`config.mk`:
```
export PLATFORM = sky130hd
export DESIGN_NAME = b2b_ctrl
export DESIGN_NICKNAME = d
export VERILOG_FILES = /design/src/hdl/b2b_pkg.sv /design/src/hdl/b2b_ctrl.sv
export SDC_FILE = /design/constraint.sdc
export NUM_CORES = 2
export LEC_CHECK = 0
export BUFFER_PORTS_ARGS = -buffer_cell sky130_fd_sc_hd__buf_2
export CAP_MARGIN = 20
export CORE_AREA = 10 10 472 474
export DETAILED_ROUTE_END_ITERATION = 10
export DIE_AREA = 0 0 482 484
export GPL_ROUTABILITY_DRIVEN = 0
export REMOVE_ABC_BUFFERS = 1
export SETUP_SLACK_MARGIN = 0.1
export SLEW_MARGIN = 20
export SYNTH_ARGS = -nofsm -noshare
export SYNTH_HDL_FRONTEND = slang
export SYNTH_SLANG_ARGS = --single-unit
export TNS_END_PERCENT = 5
```
`constraint.sdc`:
```
create_clock -name clk -period 19.2 [get_ports clk]
set_input_delay 4.8 -clock clk [delete_from_list [all_inputs] [get_ports clk]]
set_output_delay 4.8 -clock clk [all_outputs]
set_load 0.005 [all_outputs]
```
`src/hdl/b2b_pkg.sv`:
```
// Package for the BLAKE2b-256 hash block: constants, IV, message schedule, G function.
// No dependencies.
package b2b_pkg;

  localparam int DigestWordsDefault = 4;
  localparam logic [63:0] ParamBase = 64'h0000_0000_0101_0000;

  localparam int NumRounds = 12;
  localparam int RoundW = 4;

  function automatic logic [63:0] iv_word(input logic [2:0] idx);
    logic [63:0] r;
    unique case (idx)
      3'd0: r = 64'h6a09e667f3bcc908;
      3'd1: r = 64'hbb67ae8584caa73b;
      3'd2: r = 64'h3c6ef372fe94f82b;
      3'd3: r = 64'ha54ff53a5f1d36f1;
      3'd4: r = 64'h510e527fade682d1;
      3'd5: r = 64'h9b05688c2b3e6c1f;
      3'd6: r = 64'h1f83d9abfb41bd6b;
      default: r = 64'h5be0cd19137e2179;
    endcase
    return r;
  endfunction

  // Message schedule: row r mod 10, returns 16 4-bit indexes, entry 0 in low bits.
  function automatic logic [63:0] sigma_row(input logic [3:0] rnd);
    logic [63:0] r;
    unique case (rnd)
      4'd0, 4'd10: r = 64'hfedcba9876543210;
      4'd1, 4'd11: r = 64'h357b20c16df984ae;
      4'd2: r = 64'h491763eadf250c8b;
      4'd3: r = 64'h8f04a562ebcd1397;
      4'd4: r = 64'hd386cb1efa427509;
      4'd5: r = 64'h91ef57d438b0a6c2;
      4'd6: r = 64'hb8293670a4def15c;
      4'd7: r = 64'ha2684f05931ce7bd;
      4'd8: r = 64'h5a417d2c803b9ef6;
      default: r = 64'h0dc3e9bf5167482a;
    endcase
    return r;
  endfunction

  typedef struct packed {
    logic [63:0] a;
    logic [63:0] b;
    logic [63:0] c;
    logic [63:0] d;
  } quad_t;

  // Half of G: one add/xor/rotate chain with either (32,24) or (16,63) rotations.
  function automatic quad_t g_half(input quad_t q, input logic [63:0] m, input logic second);
    quad_t o;
    logic [63:0] t;
    o.a = q.a + q.b + m;
    t = q.d ^ o.a;
    o.d = second ? {t[15:0], t[63:16]} : {t[31:0], t[63:32]};
    o.c = q.c + o.d;
    t = q.b ^ o.c;
    o.b = second ? {t[62:0], t[63]} : {t[23:0], t[63:24]};
    return o;
  endfunction

  typedef struct packed {
    logic init;      // load work vector from chain value and counter
    logic final_blk; // invert v14 on init
    logic do_step;   // run one half-G step on all four lanes
    logic diag;      // diagonal half of the round
    logic second;    // second half of G
    logic [RoundW-1:0] rnd;
    logic fold;      // xor work vector into chain value
    logic reset_cv;  // return chain value to start
  } cmd_t;

endpackage

```
`src/hdl/b2b_ctrl.sv`:
```
// Controller for the BLAKE2b hash block: input buffering, counter, round sequencing, output.
// Depends on b2b_pkg.
module b2b_ctrl #(
  parameter int DIGEST_WORDS = b2b_pkg::DigestWordsDefault
) (
  input  logic              clk,
  input  logic              rst,
  input  logic              in_valid,
  output logic              in_ready,
  input  logic [63:0]       in_word,
  input  logic [3:0]        in_count,
  input  logic              in_last,
  output logic              out_valid,
  input  logic              out_ready,
  output logic [2:0]        out_idx,
  output logic              out_lastw,
  output b2b_pkg::cmd_t     cmd,
  output logic [127:0]      counter,
  output logic [64*16-1:0]  msg
);
  import b2b_pkg::*;

  typedef enum logic [3:0] {
    S_IDLE = 4'b0001,
    S_INIT = 4'b0010,
    S_RUN  = 4'b0100,
    S_OUT  = 4'b1000
  } state_t;

  state_t state;
  logic [63:0] buf_w [16];
  logic [7:0] fill;
  logic fin;          // compressing the final block
  logic pend_valid;   // accepted word waiting to be stored
  logic [63:0] pend_word;
  logic [3:0] pend_n;
  logic pend_last;
  logic [RoundW-1:0] rnd;
  logic [1:0] phase;
  logic [2:0] oidx;
  logic [3:0] nsat;
  logic [63:0] mword;
  logic [127:0] cnt_inc;

  assign in_ready = (state == S_IDLE) && !pend_valid;
  assign out_valid = (state == S_OUT);
  assign out_idx = oidx;
  assign out_lastw = (oidx == 3'(DIGEST_WORDS - 1));
  assign counter = cnt_inc;

  always_comb begin
    for (int k = 0; k < 16; k++) msg[64*k +: 64] = buf_w[k];
  end

  // Count saturates at eight; a non-last word always carries eight bytes.
  always_comb begin
    nsat = (!pend_last || pend_n > 4'd8) ? 4'd8 : pend_n;
    mword = pend_word;
    for (int b = 0; b < 8; b++) if (4'(b) >= nsat) mword[8*b +: 8] = 8'h00;
  end

  always_comb begin
    cmd = '0;
    cmd.init = (state == S_INIT);
    cmd.final_blk = fin;
    cmd.do_step = (state == S_RUN);
    cmd.diag = phase[1];
    cmd.second = phase[0];
    cmd.rnd = rnd;
    cmd.fold = (state == S_RUN) && phase == 2'd3 && rnd == RoundW'(NumRounds - 1);
    cmd.reset_cv = rst || (state == S_OUT && out_ready && out_lastw);
  end

  logic [127:0] cnt_reg;
  assign cnt_inc = cnt_reg;

  always_ff @(posedge clk) begin
    if (rst) begin
      state <= S_IDLE;
      fill <= '0;
      fin <= 1'b0;
      pend_valid <= 1'b0;
      cnt_reg <= '0;
      rnd <= '0;
      phase <= '0;
      oidx <= '0;
    end else begin
      unique case (state)
        S_IDLE: begin
          if (in_valid && in_ready) begin
            pend_valid <= 1'b1;
            pend_word <= in_word;
            pend_n <= in_count;
            pend_last <= in_last;
          end else if (pend_valid) begin
            if (fill[7] && !(pend_last && nsat == 4'd0)) begin
              // Flush a full block before storing more data.
              cnt_reg <= cnt_reg + 128'd128;
              fill <= '0;
              fin <= 1'b0;
              state <= S_INIT;
            end else begin
              pend_valid <= 1'b0;
              if (pend_last) begin
                // Store the tail word and zero every entry above it.
                for (int k = 0; k < 16; k++) begin
                  if (nsat != 4'd0 && 4'(k) == fill[6:3]) buf_w[k] <= mword;
                  else if (8'(k) > ((fill - 8'd1) >> 3) || fill == 8'd0) buf_w[k] <= '0;
                end
                cnt_reg <= cnt_reg + 128'(fill + 8'(nsat));
                fin <= 1'b1;
                state <= S_INIT;
              end else begin
                buf_w[fill[6:3]] <= mword;
                fill <= fill + 8'd8;
              end
            end
          end
        end
        S_INIT: begin
          rnd <= '0;
          phase <= '0;
          state <= S_RUN;
        end
        S_RUN: begin
          phase <= phase + 2'd1;
          if (phase == 2'd3) begin
            rnd <= rnd + RoundW'(1);
            if (rnd == RoundW'(NumRounds - 1)) begin
              state <= fin ? S_OUT : S_IDLE;
              oidx <= '0;
            end
          end
        end
        S_OUT: begin
          if (out_ready) begin
            oidx <= oidx + 3'd1;
            if (out_lastw) begin
              state <= S_IDLE;
              fill <= '0;
              cnt_reg <= '0;
              fin <= 1'b0;
            end
          end
        end
        default: state <= S_IDLE;
      endcase
    end
  end
endmodule

```
==> flow_summary.json <==
{
  "place_ws_ns": 7.650,
  "coreArea_mm2": 0.2136,
  "path_buf_inv": 3,
  "ys.flop_type": "edfxtp_1",
  "leakagePower_nw": 22.58,
  "rows": 170,
  "nets": 4924,
  "rsz0062_at_grt": "false",
  "die_h_um": 484,
  "status": "finished clean",
  "fin_worst_skew_ns": 0.07732,
  "die_w_um": 482,
  "grt_pass1_wl_um": 281800,
  "p_per_area_mw_per_mm2": 107.1,
  "path_class": "primary input to output port",
  "r2r_cells": 5,
  "cts_root_buf": "clkbuf_16",
  "path_common_cell": "buf_2",
  "regToRegSetupSlack_ns": 13.92,
  "worstSetupStartpointType": "primary input",
  "cts_tree": "yes",
  "ys_seq_elements": 1241,
  "crit_arrival_ns": 6.79,
  "grt_max_degree": 88,
  "drc": 0,
  "grt.total_usage_pct": 17.09,
  "end_kind": "output port",
  "clk_latency_ns": 0.81,
  "vias": 35810,
  "min_from": "counter[127]",
  "worst_slew_pin_slew_ns": 1.140,
  "hold_class": "flop to flop",
  "overflow": 0,
  "worst_slack_ns": 7.615,
  "worstPathMaxFanout": 32,
  "drv_cap": 0,
  "drive_above_1_share_pct": 32.11,
  "required_ns": 14.40,
  "dieArea_mm2": 0.2333,
  "hpwl_um": 149200,
  "vdd.ir_drop.worst_v": 0.00008414,
  "cts_setup_buffers": 0,
  "r2r-end": "buf_w[13][46]",
  "ys_seq_area_share_pct": 76.18,
  "yosys_warnings": 0,
  "htreeDepth": 4,
  "hold_viol": 0,
  "antenna_found_initial": 34,
  "crit_slowest_cell": "a31oi_2",
  "synth_cell_type_count": 72,
  "cts_resized": 0,
  "wl_per_cell_um": 27.17,
  "hold_depth": 2,
  "portBuffers": 1241,
  "hold_end": "counter[127]",
  "max_stage_delay_ns": 0.86,
  "synth_edf_count": 1093,
  "floorplan.initialDensity_pct": 22.00,
  "via_per_inst": 4.593,
  "drtIter0Drc": 4201,
  "holdBufCountCts": 0,
  "clkPwrFrac_pct": 39.9,
  "pin_count": 1242,
  "synthCells": 3598,
  "setup_viol": 0,
  "synthArstFlopShare_pct": 0,
  "seqPwrFrac_pct": 48.4,
  "p_int_mw": 4.795,
  "final_max_slew_viol_count": 0,
  "path_clk_slew_ns": 0.06,
  "fin_crit_sh_pct": 60.34,
  "swShare_pct": 27.10,
  "area_growth_pct": 30.70,
  "drt_wl_total_um": 211800,
  "syn_area_mm2": 0.04697,
  "power.switching_mw": 1.782,
  "grt_pass1_vias": 34400,
  "period_needed_ns": 11.59,
  "pwr-share-comb_pct": 11.7,
  "cts.sinks": 1241,
  "syn_avg_cell_area_um2": 13.06,
  "fmax_mhz": 86.32,
  "antenna_left": 0,
  "clk_path_buf_depth": 3,
  "r2r_start": "pend_n[2]",
  "worstPathCellList": "buf_2 -> a31oi_2 -> inv_2 -> buf_2",
  "setup_tns_ns": 0,
  "cp_top_family": "buffers and inverters",
  "drt_first_pass_iters": 8,
  "cts_buffers": 139,
  "slew_headroom_pct": 23.85
}
-- power by group through the flow --
stage / logic [mW] / registers, mW / clock network (mW)
6_report: 0.767 / 3.18 / 2.63
3_5_place_dp: 0.781 / 3.24 / 0
4_1_cts: 0.783 / 3.18 / 2.68
5_1_grt: 0.838 / 3.19 / 2.78
2_1_floorplan: 0.356 / 3.26 / 0
3_3_place_gp: 0.761 / 3.24 / 0
-- kinds of logic after synthesis --
logic type	count (synthesis)	synth area share [%]
xor+xnor	56	1.044
flops	1241	76.18
buf+inv	270	2.182
compound gates	281	3.766
mux	3	0.06393
simple gates	1719	15.98
fa+ha+maj	28	0.7778
-- how the worst max path moves through the flow --
stage | startpoint | to | cells after the start
after floorplan | rst | pend_last | 1
after global placement | rst | cmd[0] | 4
after detailed placement | rst | cmd[0] | 4
after CTS | rst | cmd[0] | 4
after global routing | rst | cmd[0] | 4
final | rst | cmd[0] | 4
-- through the flow --
stage	hold slack (ns)	power [mW]	utilization, %	std cells	area, um^2
2_1_floorplan	0.4682	3.613	-	3361	46070
3_3_place_gp	0.4627	3.997	26.60	7520	56800
3_5_place_dp	0.4742	4.019	26.60	7520	56810
4_1_cts	0.4829	6.643	28.72	7774	61320
5_1_grt	0.5127	6.804	28.74	7787	61370
6_report	0.4790	6.577	28.75	7796	61390
-- area by class of cell --
type | instances | area (um^2)
Multi-Input combinational cell | 2087 | 10550
Clock buffer | 179 | 3670
Inverter | 33 | 123.9
Sequential cell | 1241 | 35780
Clock inverter | 75 | 845.8
Fill cell | 21960 | 152200
Timing Repair Buffer | 1321 | 6812
Antenna cell | 22 | 55.05
Tap cell | 2838 | 3551
-- registers in the layout, summed over array words and instances, names as in the netlist --
name / count
fin: 1
pend_last: 1
buf_w: 1024
state: 4
pend_valid: 1
fill: 5
pend_n: 4
phase: 2
counter: 128
out_idx: 3
rnd: 4
pend_word: 64
-- per-layer routing --
layer	track usage [%]	up-vias	share of wire (%)
met2	29.76	2397	50
met4	7.203	6	4.5
met3	5.191	424	11
met1	19.29	17720	35
met5	0	-	0.021
li1	-	15260	-
-- tightest hold or removal path: stages (launching register included) --
cell	delay [ns]
dfxtp_1	0.32
o31ai_1	0.06
a21oi_1	0.05
-- cells in the mapped netlist (4+ instances only) --
cell	instances	area share [%]
a221oi_1	9	0.17
o211ai_1	9	0.14
a21oi_1	98	1.0
nor2_1	1144	9.1
or4_1	29	0.46
a21o_1	4	0.064
clkbuf_1	201	1.6
nand4_1	59	0.79
nand2_1	166	1.3
o31ai_1	11	0.18
xor2_1	10	0.19
nor3_1	48	0.51
a22oi_1	10	0.16
nand2b_1	11	0.15
a31oi_1	4	0.053
nor4b_1	7	0.13
dfxtp_1	148	6.3
nor2b_1	4	0.053
a31o_2	8	0.15
nor4_1	47	0.63
o21ai_0	64	0.68
xnor2_1	46	0.86
and3_1	29	0.39
a211oi_1	13	0.21
buf_1	31	0.25
and4_1	13	0.24
o21a_1	12	0.19
ha_1	26	0.69
and2_1	18	0.24
nand3_1	68	0.72
or3_1	46	0.61
a311oi_1	4	0.075
o21bai_1	11	0.18
nor3b_1	5	0.080
inv_1	30	0.24
or2_2	6	0.080
edfxtp_1	1093	70
-- placed cells by master, fill, tap and decap left out, drive strengths merged, types with 18 or more instances in the layout --
cell type,count
inv,38
and3,29
nand4,60
or4,30
or3,46
diode,22
clkbuf,179
ha,26
nor3,48
clkinv,61
buf,1321
a21oi,98
dfxtp,148
nor4,50
xnor2,46
o21ai,68
nor2,1144
edfxtp,1093
and2,18
nand2,166
nand3,68
Note: power is estimated with default switching activity, not from simulation.
